==> config.mk <==
export PLATFORM = sky130hd
export DESIGN_NAME = markdown_sync_point_scanner_unit
export DESIGN_NICKNAME = d
export VERILOG_FILES = /design/src/rtl/core/msps_pkg.sv /design/src/rtl/core/msps_fence.sv /design/src/rtl/core/msps_sync.sv /design/src/rtl/core/markdown_sync_point_scanner_unit.sv
export SDC_FILE = /design/constraint.sdc
export NUM_CORES = 1
export LEC_CHECK = 0
export BUFFER_PORTS_ARGS = -buffer_cell sky130_fd_sc_hd__buf_4
export CAP_MARGIN = 20
export CORE_MARGIN = 5
export CORE_UTILIZATION = 38
export DETAILED_ROUTE_END_ITERATION = 7
export PLACE_DENSITY_LB_ADDON = 0.2
export SETUP_SLACK_MARGIN = 0.5
export SLEW_MARGIN = 0
export SYNTH_ARGS = -nofsm -noshare
export SYNTH_HDL_FRONTEND = slang
export SYNTH_SLANG_ARGS = --single-unit
==> constraint.sdc <==
create_clock -name clock -period 9.3 [get_ports clock]
set_clock_uncertainty 0.1 [all_clocks]
set_input_delay 1.86 -clock clock [delete_from_list [all_inputs] [get_ports clock]]
set_output_delay 1.86 -clock clock [all_outputs]
set_load 0.02 [all_outputs]
==> src/rtl/core/msps_pkg.sv <==
// Package: shared types and character codes for the markdown sync point scanner.
`timescale 1ns / 1ps

package msps_pkg;

   localparam int OFFSET_BITS = 24;

   localparam logic [7:0] CHAR_BACKTICK = 8'h60;
   localparam logic [7:0] CHAR_TILDE    = 8'h7E;
   localparam logic [7:0] CHAR_CR       = 8'h0D;
   localparam logic [7:0] CHAR_LF       = 8'h0A;
   localparam logic [7:0] CHAR_TAB      = 8'h09;
   localparam logic [7:0] CHAR_SPACE    = 8'h20;
   localparam logic [7:0] CHAR_DASH     = 8'h2D;
   localparam logic [7:0] CHAR_STAR     = 8'h2A;
   localparam logic [7:0] CHAR_PLUS     = 8'h2B;
   localparam logic [7:0] CHAR_DOT      = 8'h2E;
   localparam logic [7:0] CHAR_RPAREN   = 8'h29;
   localparam logic [7:0] CHAR_ZERO     = 8'h30;
   localparam logic [7:0] CHAR_NINE     = 8'h39;

   typedef struct packed {
      logic [7:0] text_byte;
      logic       start_of_document;
   } msps_req_type;

   typedef struct packed {
      logic [OFFSET_BITS-1:0] sync_offset;
      logic                   found;
      logic                   inside_fence;
   } msps_rsp_type;

   // Per-byte decode shared by the fence and sync trackers.
   typedef struct packed {
      logic step;          // process one byte this cycle
      logic start;         // clear scan state before this byte
      logic newline;
      logic space_tab;
   } msps_byte_ctl_type;

   // Fence tracker report to the sync tracker.
   typedef struct packed {
      logic blank_line_end;  // newline closes a blank line outside any fence
      logic fence_open_next;
   } msps_fence_stat_type;

   function automatic logic is_space_tab(input logic [7:0] c);
      return (c == CHAR_SPACE) || (c == CHAR_TAB);
   endfunction

   function automatic logic is_digit(input logic [7:0] c);
      return (c >= CHAR_ZERO) && (c <= CHAR_NINE);
   endfunction

endpackage

==> src/rtl/core/msps_fence.sv <==
// Fence tracker: line lead scan, blank line detect and fence open state.
`timescale 1ns / 1ps

module msps_fence (
   input  logic                         clock,
   input  logic                         reset,
   input  msps_pkg::msps_byte_ctl_type  ctl,
   input  logic [7:0]                   text_byte,
   output msps_pkg::msps_fence_stat_type stat
);
   import msps_pkg::*;

   typedef enum logic [2:0] {
      LEAD_START = 3'd0,
      LEAD_ONE   = 3'd1,
      LEAD_TWO   = 3'd2,
      LEAD_FENCE = 3'd3,
      LEAD_NONE  = 3'd4
   } lead_phase_type;

   lead_phase_type lead_ff, lead_in, cur_lead;
   logic [7:0]     fchar_ff, fchar_in, cur_fchar;
   logic           blank_ff, blank_in, cur_blank;
   logic           open_ff, open_in, cur_open;
   logic           tilde_ff, tilde_in, cur_tilde;
   logic           fence_hit;

   always_comb begin
      // start of document acts as a reset ahead of this byte
      cur_lead  = ctl.start ? LEAD_START : lead_ff;
      cur_fchar = ctl.start ? 8'h00 : fchar_ff;
      cur_blank = ctl.start ? 1'b1 : blank_ff;
      cur_open  = ctl.start ? 1'b0 : open_ff;
      cur_tilde = ctl.start ? 1'b0 : tilde_ff;

      lead_in  = cur_lead;
      fchar_in = cur_fchar;
      blank_in = cur_blank;
      open_in  = cur_open;
      tilde_in = cur_tilde;
      fence_hit = (cur_lead == LEAD_FENCE);
      stat.blank_line_end = 1'b0;

      if (ctl.newline) begin
         if (cur_open) begin
            if (fence_hit && ((cur_fchar == CHAR_TILDE) == cur_tilde)) begin
               open_in = 1'b0;
            end
         end else if (fence_hit) begin
            open_in  = 1'b1;
            tilde_in = (cur_fchar == CHAR_TILDE);
         end else if (cur_blank) begin
            stat.blank_line_end = 1'b1;
         end
         lead_in  = LEAD_START;
         fchar_in = 8'h00;
         blank_in = 1'b1;
      end else begin
         if (!ctl.space_tab && (text_byte != CHAR_CR)) begin
            blank_in = 1'b0;
         end
         unique case (cur_lead)
            LEAD_START: begin
               if ((text_byte == CHAR_BACKTICK) || (text_byte == CHAR_TILDE)) begin
                  lead_in  = LEAD_ONE;
                  fchar_in = text_byte;
               end else if (!ctl.space_tab) begin
                  lead_in = LEAD_NONE;
               end
            end
            LEAD_ONE:   lead_in = (text_byte == cur_fchar) ? LEAD_TWO : LEAD_NONE;
            LEAD_TWO:   lead_in = (text_byte == cur_fchar) ? LEAD_FENCE : LEAD_NONE;
            LEAD_FENCE: lead_in = LEAD_FENCE;
            default:    lead_in = LEAD_NONE;
         endcase
      end
      stat.fence_open_next = open_in;
   end

   always_ff @(posedge clock) begin
      if (reset) begin
         lead_ff  <= LEAD_START;
         fchar_ff <= 8'h00;
         blank_ff <= 1'b1;
         open_ff  <= 1'b0;
         tilde_ff <= 1'b0;
      end else if (ctl.step) begin
         lead_ff  <= lead_in;
         fchar_ff <= fchar_in;
         blank_ff <= blank_in;
         open_ff  <= open_in;
         tilde_ff <= tilde_in;
      end
   end

endmodule

==> src/rtl/core/msps_sync.sv <==
// Sync tracker: byte position, candidate line qualification and best offset.
`timescale 1ns / 1ps

module msps_sync (
   input  logic                          clock,
   input  logic                          reset,
   input  msps_pkg::msps_byte_ctl_type   ctl,
   input  logic [7:0]                    text_byte,
   input  msps_pkg::msps_fence_stat_type fence,
   output logic [msps_pkg::OFFSET_BITS-1:0] best_next,
   output logic                          found_next
);
   import msps_pkg::*;

   typedef enum logic [2:0] {
      LIST_NOT    = 3'd0,
      LIST_BULLET = 3'd1,
      LIST_DIGITS = 3'd2,
      LIST_YES    = 3'd3
   } list_phase_type;

   logic [OFFSET_BITS-1:0] pos_ff, pos_in, cur_pos;
   logic                   after_ff, after_in, cur_after;
   logic                   cand_ff, cand_in, cur_cand;
   list_phase_type         phase_ff, phase_in, cur_phase;
   logic [OFFSET_BITS-1:0] coff_ff, coff_in, cur_coff;
   logic [OFFSET_BITS-1:0] best_ff, cur_best;
   logic                   found_ff, cur_found;

   always_comb begin
      cur_pos   = ctl.start ? '0 : pos_ff;
      cur_after = ctl.start ? 1'b0 : after_ff;
      cur_cand  = ctl.start ? 1'b0 : cand_ff;
      cur_phase = ctl.start ? LIST_NOT : phase_ff;
      cur_coff  = ctl.start ? '0 : coff_ff;
      cur_best  = ctl.start ? '0 : best_ff;
      cur_found = ctl.start ? 1'b0 : found_ff;

      after_in   = cur_after;
      cand_in    = cur_cand;
      phase_in   = cur_phase;
      coff_in    = cur_coff;
      best_next  = cur_best;
      found_next = cur_found;
      pos_in     = cur_pos + OFFSET_BITS'(1);   // wraps at the offset width

      if (ctl.newline) begin
         // candidate line is complete: qualifies unless it was a list item
         if (cur_cand) begin
            if ((cur_phase == LIST_NOT) || (cur_phase == LIST_DIGITS)) begin
               best_next  = cur_coff;
               found_next = 1'b1;
            end
            cand_in = 1'b0;
         end
         after_in = fence.blank_line_end;
      end else begin
         if (cur_cand) begin
            if (cur_phase == LIST_BULLET) begin
               phase_in = ctl.space_tab ? LIST_YES : LIST_NOT;
            end else if (cur_phase == LIST_DIGITS) begin
               if ((text_byte == CHAR_DOT) || (text_byte == CHAR_RPAREN)) begin
                  phase_in = LIST_YES;
               end else if (!is_digit(text_byte)) begin
                  phase_in = LIST_NOT;
               end
            end
         end
         if (cur_after) begin
            after_in = 1'b0;
            if (!ctl.space_tab) begin
               cand_in = 1'b1;
               coff_in = cur_pos;
               if ((text_byte == CHAR_DASH) || (text_byte == CHAR_STAR) ||
                   (text_byte == CHAR_PLUS)) begin
                  phase_in = LIST_BULLET;
               end else if (is_digit(text_byte)) begin
                  phase_in = LIST_DIGITS;
               end else begin
                  phase_in = LIST_NOT;
               end
            end
         end
      end
   end

   always_ff @(posedge clock) begin
      if (reset) begin
         pos_ff   <= '0;
         after_ff <= 1'b0;
         cand_ff  <= 1'b0;
         phase_ff <= LIST_NOT;
         coff_ff  <= '0;
         best_ff  <= '0;
         found_ff <= 1'b0;
      end else if (ctl.step) begin
         pos_ff   <= pos_in;
         after_ff <= after_in;
         cand_ff  <= cand_in;
         phase_ff <= phase_in;
         coff_ff  <= coff_in;
         best_ff  <= best_next;
         found_ff <= found_next;
      end
   end

endmodule

==> src/rtl/core/markdown_sync_point_scanner_unit.sv <==
// Top level: markdown sync point scanner with input and result registers.
//
// Usage:
//   req_*  : one document byte per transaction (valid/ready). Set
//            start_of_document on the first byte of a document; it clears all
//            scan state and that byte sits at offset 0.
//   rsp_*  : exactly one result per request transaction, in order: the
//            furthest qualifying sync offset so far, a found flag and
//            whether a fenced code block is open.
// Path: a request accepted into the input register moves on into the result
//   register and shows on rsp_* (two register stages: input register, result register).
// Throughput: one byte per cycle while rsp_ready stays high; the per-byte state update is a single
//   pass of short compare/select logic plus one offset incrementer.
// Stall: when rsp_ready is low the result register holds; the input register
//   still takes one more byte, then req_ready drops until the result drains.
// Reset: synchronous, active high; both stages empty, scan state at
//   start of document. No configuration registers.
`timescale 1ns / 1ps

module markdown_sync_point_scanner_unit (
   input  logic                   clock,
   input  logic                   reset,
   input  logic                   req_valid,
   output logic                   req_ready,
   input  msps_pkg::msps_req_type req_data,
   output logic                   rsp_valid,
   input  logic                   rsp_ready,
   output msps_pkg::msps_rsp_type rsp_data
);
   import msps_pkg::*;

   msps_req_type        req_ff;
   logic                req_valid_ff;
   msps_rsp_type        rsp_ff, rsp_in;
   logic                rsp_valid_ff;
   logic                advance;
   msps_byte_ctl_type   ctl;
   msps_fence_stat_type fence_stat;
   logic [OFFSET_BITS-1:0] best_next;
   logic                found_next;

   // Held byte moves into the result register when that register is free.
   assign advance   = req_valid_ff && (!rsp_valid_ff || rsp_ready);
   assign req_ready = !req_valid_ff || advance;

   always_comb begin
      ctl.step      = advance;
      ctl.start     = req_ff.start_of_document;
      ctl.newline   = (req_ff.text_byte == CHAR_LF);
      ctl.space_tab = is_space_tab(req_ff.text_byte);
   end

   msps_fence u_fence (
      .clock     (clock),
      .reset     (reset),
      .ctl       (ctl),
      .text_byte (req_ff.text_byte),
      .stat      (fence_stat)
   );

   msps_sync u_sync (
      .clock      (clock),
      .reset      (reset),
      .ctl        (ctl),
      .text_byte  (req_ff.text_byte),
      .fence      (fence_stat),
      .best_next  (best_next),
      .found_next (found_next)
   );

   always_comb begin
      rsp_in.sync_offset  = best_next;
      rsp_in.found        = found_next;
      rsp_in.inside_fence = fence_stat.fence_open_next;
   end

   always_ff @(posedge clock) begin
      if (reset) begin
         req_valid_ff <= 1'b0;
         rsp_valid_ff <= 1'b0;
      end else begin
         if (req_ready) begin
            req_valid_ff <= req_valid;
         end
         if (advance) begin
            rsp_valid_ff <= 1'b1;
         end else if (rsp_ready) begin
            rsp_valid_ff <= 1'b0;
         end
      end
   end

   // Payload registers: no reset needed.
   always_ff @(posedge clock) begin
      if (req_ready && req_valid) begin
         req_ff <= req_data;
      end
      if (advance) begin
         rsp_ff <= rsp_in;
      end
   end

   assign rsp_valid = rsp_valid_ff;
   assign rsp_data  = rsp_ff;

endmodule

Yosys cells after proc, flatten, opt, wreduce, memory -nomap -nowiden
Index checks and enable logic that the tools add are counted.
{"block": "totals", "regBits": 129, "input_bits": 13, "output_inout_bits": 28, "word_cells": 119}
{"block": "classes", "add_sub_neg": 1, "magnitude_cmp": 2, "eq_ne": 19, "mux": 59, "reduce_logical": 19}
{"operator": "$mux W24", "n": 9}
{"operator": "$eq A8 B6 Y1 const B", "n": 6}
{"operator": "$mux W3", "n": 16}
{"operator": "$mux W8", "n": 4}
{"operator": "$mux W1", "n": 27}
{"operator": "$add A24 B1 Y24 const B", "n": 1}
{"operator": "$eq A8 B7 Y1 const B", "n": 3}
{"operator": "$eq A8 B4 Y1 const B", "n": 2}
{"operator": "$pmux W3 S4", "n": 1}
{"operator": "$eq A3 B2 Y1 const B", "n": 3}
{"operator": "$eq A8 B8 Y1", "n": 1}
{"operator": "$ge A8 B6 Y1 const B", "n": 1}
{"operator": "$le A8 B6 Y1 const B", "n": 1}
{"operator": "$logic_or A1 B1 Y1", "n": 8}
{"operator": "$ne A8 B4 Y1 const B", "n": 1}
{"operator": "$eq A3 B1 Y1 const B", "n": 2}
{"operator": "$logic_not A3 Y1", "n": 2}
{"operator": "$logic_and A1 B1 Y1", "n": 5}
{"operator": "$mux W2", "n": 2}
{"operator": "$logic_not A1 Y1", "n": 3}
{"operator": "$reduce_bool A2 Y1", "n": 1}
{"operator": "$eq A1 B1 Y1", "n": 1}

Logic depth before layout (Yosys ltp)
{"block": "logic_depth", "depth_word": 10, "ltp_mapped": 13, "mapped_depth_nobuf": 7}

Hierarchy
From an unflattened synthesis, not the netlist that was laid out.
{"block": "unflattened", "hier_cells": 689, "area_unflattened_um2": 6063.3}
{"module": "msps_sync", "instances": 1, "cells_each": 514, "area_each_um2": 3866.2, "seq_area_each_um2": 1561.5}
{"module": "markdown_sync_point_scanner_unit", "instances": 1, "cells_each": 51, "area_each_um2": 1189.9, "seq_area_each_um2": 1091.0}
{"module": "msps_fence", "instances": 1, "cells_each": 124, "area_each_um2": 1007.2, "seq_area_each_um2": 280.3}

Least setup slack after synthesis
No wires, ideal clock.
{"block": "synth_path", "path_kind": "input-to-output", "from": "input rsp_ready", "to": "output req_ready", "arrival_time_ns": 2.186, "required_time_ns": 7.340, "slack_ns": 5.154, "stages": 2, "path_buffers": 0, "cell_sequence": "nor2b_1 -> nand2_1"}
{"block": "synth_via", "elab_chain_cells": 3}
{"item": "start: declaration", "line": "markdown_sync_point_scanner_unit.sv:27", "source": "input logic rsp_ready,"}
{"item": "$logic_or A1 B1 Y1", "line": "markdown_sync_point_scanner_unit.sv:43", "source": "assign advance = req_valid_ff && (!rsp_valid_ff || rsp_ready);"}
{"item": "$logic_and A1 B1 Y1", "line": "markdown_sync_point_scanner_unit.sv:43"}
{"item": "$logic_or A1 B1 Y1", "line": "markdown_sync_point_scanner_unit.sv:44", "source": "assign req_ready = !req_valid_ff || advance;"}
{"item": "end: declaration", "line": "markdown_sync_point_scanner_unit.sv:24", "source": "output logic req_ready,"}
Every way passes these cells.

Worst setup path in the final report
Ends and elaborated chain as after synthesis.

==> impl_metrics.csv <==
group,metric,value,unit
detailed_routing,via_per_inst,5.64,
power_and_ir_drop,swShare,0.214,
critical_path,end_kind,"output pin",
place,dp_slack,4.86,ns
place,placed_area,6060,sq um
layout,mostFrequentLayoutCells,"94 x dfxtp_1, 80 x nand2_1, 60 x nor2_1",
power_and_ir_drop,leakagePower,0.00240,uW
yosys,ys_seq_area_frac,0.517,
yosys,syn_avg_cell_area,9.32,sq um
power_and_ir_drop,p_int,1040,uW
yosys,syn_nets,623,
floorplan,die_w,132,microns
grt,antenna_found_initial,0,
floorplan,initial_core_util,0.389,
clocking,cts_resized,0,
detailed_routing,wl_per_cell,16.3,microns
place,port_buffers,40,
critical_path,critPathTopFamily,"simple AND/OR/NAND/NOR gates",
status,status,"finished, final reports clean",
place,dp.final_hpwl,8.39,mm
critical_path,cp_num_buf_inv,2,
clocking,clock_latency,0.41,ns
sta,fmax,0.226,GHz
critical_path,r2r-start,"ctl[2]$_DFFE_PP_",
power_and_ir_drop,combPwrFrac,0.045,
layout,fin_util,0.457,
critical_path,crit_top_cell,"buf_4",
floorplan,rows,44,
critical_path,worstRegToRegCells,7,
layout,nFillCells,1360,
layout,diodes,0,
critical_path,timing.rr.end,"u_sync.pos_ff[16]$_SDFFE_PP0P_",
sta,period_needed,4.43,ns
clocking,numCtsBuffers,17,
grt,grt-ovfl-total,0,
clocking,postCtsSetupBuffers,0,
worst_hold_path,holdPathEnd,"u_sync.after_ff$_SDFFE_PP0P_",
sta,relSlewSlack,0.300,
grt,grt-busiest-layer,"met2",
detailed_routing,vias,4664,
sta,drv_slew,0,
yosys,synth_top_area_frac,0.331,
grt,grt_pass1_vias,4509,
clocking,cts-root-buf,"clkbuf_16",
clocking,cts.clk_slew.worst_paths,0.05,ns
critical_path,max_stage_delay,0.21,ns
floorplan,core_area,14600,sq um
layout,final_common_cell,"dfxtp_1",
critical_path,crit_chain,"buf_4 -> nor2b_1 -> nand2_1 -> buf_4",
yosys,yosys_warnings,0,
grt,grt_pass1_wl,22.4,mm
flow_run,drv_cap,0,
layout,layout-drive-gt1-share,0.137,
yosys,netlist_area,5680,sq um
grt,grt_use_total,0.154,
yosys,synth_cell_types,61,
sta,rsz0062_at_grt,"false",
critical_path,cp_max_fo,3,
clocking,htreeDepth,4,
layout,finalNetCount,644,
critical_path,critPathRequiredTime,7.34,ns
worst_hold_path,min-delay-start,"u_sync.after_ff$_SDFFE_PP0P_",
yosys,ys_ff_latch,129,
floorplan,pin_count,41,
power_and_ir_drop,ir_drop,144,uV
sta,fin_crit_sh,0.476,
worst_hold_path,hold_path_class,"reg2reg",
worst_hold_path,min_path_cells,2,
grt,use_met1,0.196,
grt,grt_start_max_net_pins,70,
layout,area_growth,17.5,%
yosys,synth-edff-count,35,
clocking,cts_buffer_depth,2,
power_and_ir_drop,p_clk_frac,0.504,
power_and_ir_drop,switchingPower,282,uW
sta,setup_viol,0,
clocking,cts_tree,"built",
critical_path,critPathKind,"in2out",
detailed_routing,antenna_violating_nets_post_route,0,
grt,grtUsageMet2,0.247,
grt,met3_usage,0.0405,
critical_path,cp.arrival,2.47,ns
detailed_routing,wirelength,13.5,mm
sta,tns,0,ns
clocking,cts.sinks,129,
detailed_routing,drc_errors,0,
yosys,synth-async-reset-ratio,0,
layout,final_area,6670,sq um
sta,timing.hold.ws,0.395,ns
place,gp_congestion,0.815,
sta,finalHoldViolations,0,
critical_path,reg2reg_slack,6.36,ns
sta,timing.final.ws_setup,4.87,ns
clocking,ctsHoldBuffers,0,
yosys,synthTopCellsByArea,"dfxtp_1 33%, edfxtp_1 19%, nand2_1 5.3%, nor2_1 4.0%, a22o_1 3.9%",
floorplan,die_h,132,microns
power_and_ir_drop,power_density,198,nW/um^2
floorplan,dieArea,17500,sq um
yosys,synth_area_leader_cell,"dfxtp_1",
detailed_routing,first_pass_iters,6,
power_and_ir_drop,power_frac_seq,0.451,
yosys,syn_inst,609,
critical_path,crit_path_start_kind,"input pin",
sta,worstMarginPinSlew,1.05,ns
yosys,synth_flop_cell,"dfxtp_1",
detailed_routing,first_iter_violations,345,
critical_path,critPathSlowestCell,"nor2b_1",
==> metal layers <==
metal | part of all wire | vias up | wire, microns
met5 | 0 | - | 0
met4 | 0.022 | 0 | 300
met3 | 0.048 | 22 | 648
met2 | 0.47 | 137 | 6350
met1 | 0.46 | 2236 | 6160
li1 | - | 2269 | -
==> power by group through the flow <==
stage / clock, uW / combinational (uW) / sequential (uW)
after detailed placement: 0 / 58.5 / 607
final: 665 / 59.1 / 595
after floorplan: 0 / 35.8 / 608
after global routing: 704 / 64.0 / 596
after CTS: 679 / 58.7 / 595
after global placement: 0 / 57.5 / 606
==> metrics by stage <==
| step | std cells | power, uW |
|---|---|---|
| after floorplan | 609 | 644 |
| after global placement | 794 | 664 |
| after detailed placement | 794 | 665 |
| after CTS | 826 | 1330 |
| after global routing | 827 | 1360 |
| final | 827 | 1320 |
==> how the worst max path moves through the flow <==
stage               from        end  cells past startpoint
2_1_floorplan  rsp_ready  req_ready                      2
3_3_place_gp   rsp_ready  req_ready                      4
3_5_place_dp   rsp_ready  req_ready                      4
4_1_cts        rsp_ready  req_ready                      4
5_1_grt        rsp_ready  req_ready                      4
6_report       rsp_ready  req_ready                      4
==> kinds of logic (layout without fill, tap and decap cells) <==
kind of cell	Yosys count	in the layout	share of synthesized area
XOR/XNOR	15	15	0.0231
adder cells (fa/ha/maj)	1	1	0.00220
buffers and inverters	58	92	0.0447
AND/OR/NAND/NOR	268	268	0.239
AO/OA/AOI/OAI	138	138	0.175
flip-flops	129	129	0.517
==> synth_stat cells (5+ instances only) <==
| cell | instances |
|---|---|
| a21oi_1 | 30 |
| a22o_1 | 25 |
| a22oi_1 | 24 |
| and2_1 | 7 |
| buf_2 | 10 |
| clkbuf_1 | 31 |
| dfxtp_1 | 94 |
| edfxtp_1 | 35 |
| inv_1 | 11 |
| nand2_1 | 80 |
| nand3_1 | 41 |
| nand4_1 | 11 |
| nor2_1 | 60 |
| nor2b_1 | 10 |
| nor3_1 | 13 |
| nor3b_1 | 5 |
| o211ai_1 | 6 |
| o21ai_0 | 16 |
| or3_1 | 7 |
| xnor2_1 | 8 |
| xor2_1 | 7 |
==> registers in the layout, summed over array words and instances (netlist names) <==
name	flops
ctl	1
req_ff	8
req_valid_ff	1
rsp_data	26
rsp_valid	1
u_fence.blank_ff	1
u_fence.fchar_ff	8
u_fence.lead_ff	3
u_fence.open_ff	1
u_fence.tilde_ff	1
u_sync.after_ff	1
u_sync.best_ff	24
u_sync.cand_ff	1
u_sync.coff_ff	24
u_sync.found_ff	1
u_sync.phase_ff	3
u_sync.pos_ff	24
==> worst register-to-register path: cells and delay by family (launching register included) <==
kind                   cells  cell delay (ns)
buffers and inverters      3             1.09
flip-flops                 1             0.36
AO/OA/AOI/OAI              1             0.15
AND/OR/NAND/NOR            3             1.18
==> area by class of cell <==
cell class	count	area (sq um)	area share
tap	184	230	0.0345
sequential	129	2930	0.440
clock buffer	20	457	0.0685
inverter	11	41.3	0.00619
clock inverter	12	139	0.0208
timing repair buffer	49	375	0.0563
multi-input combinational	422	2500	0.374
No activity file was read; power rests on OpenSTA's default activity.
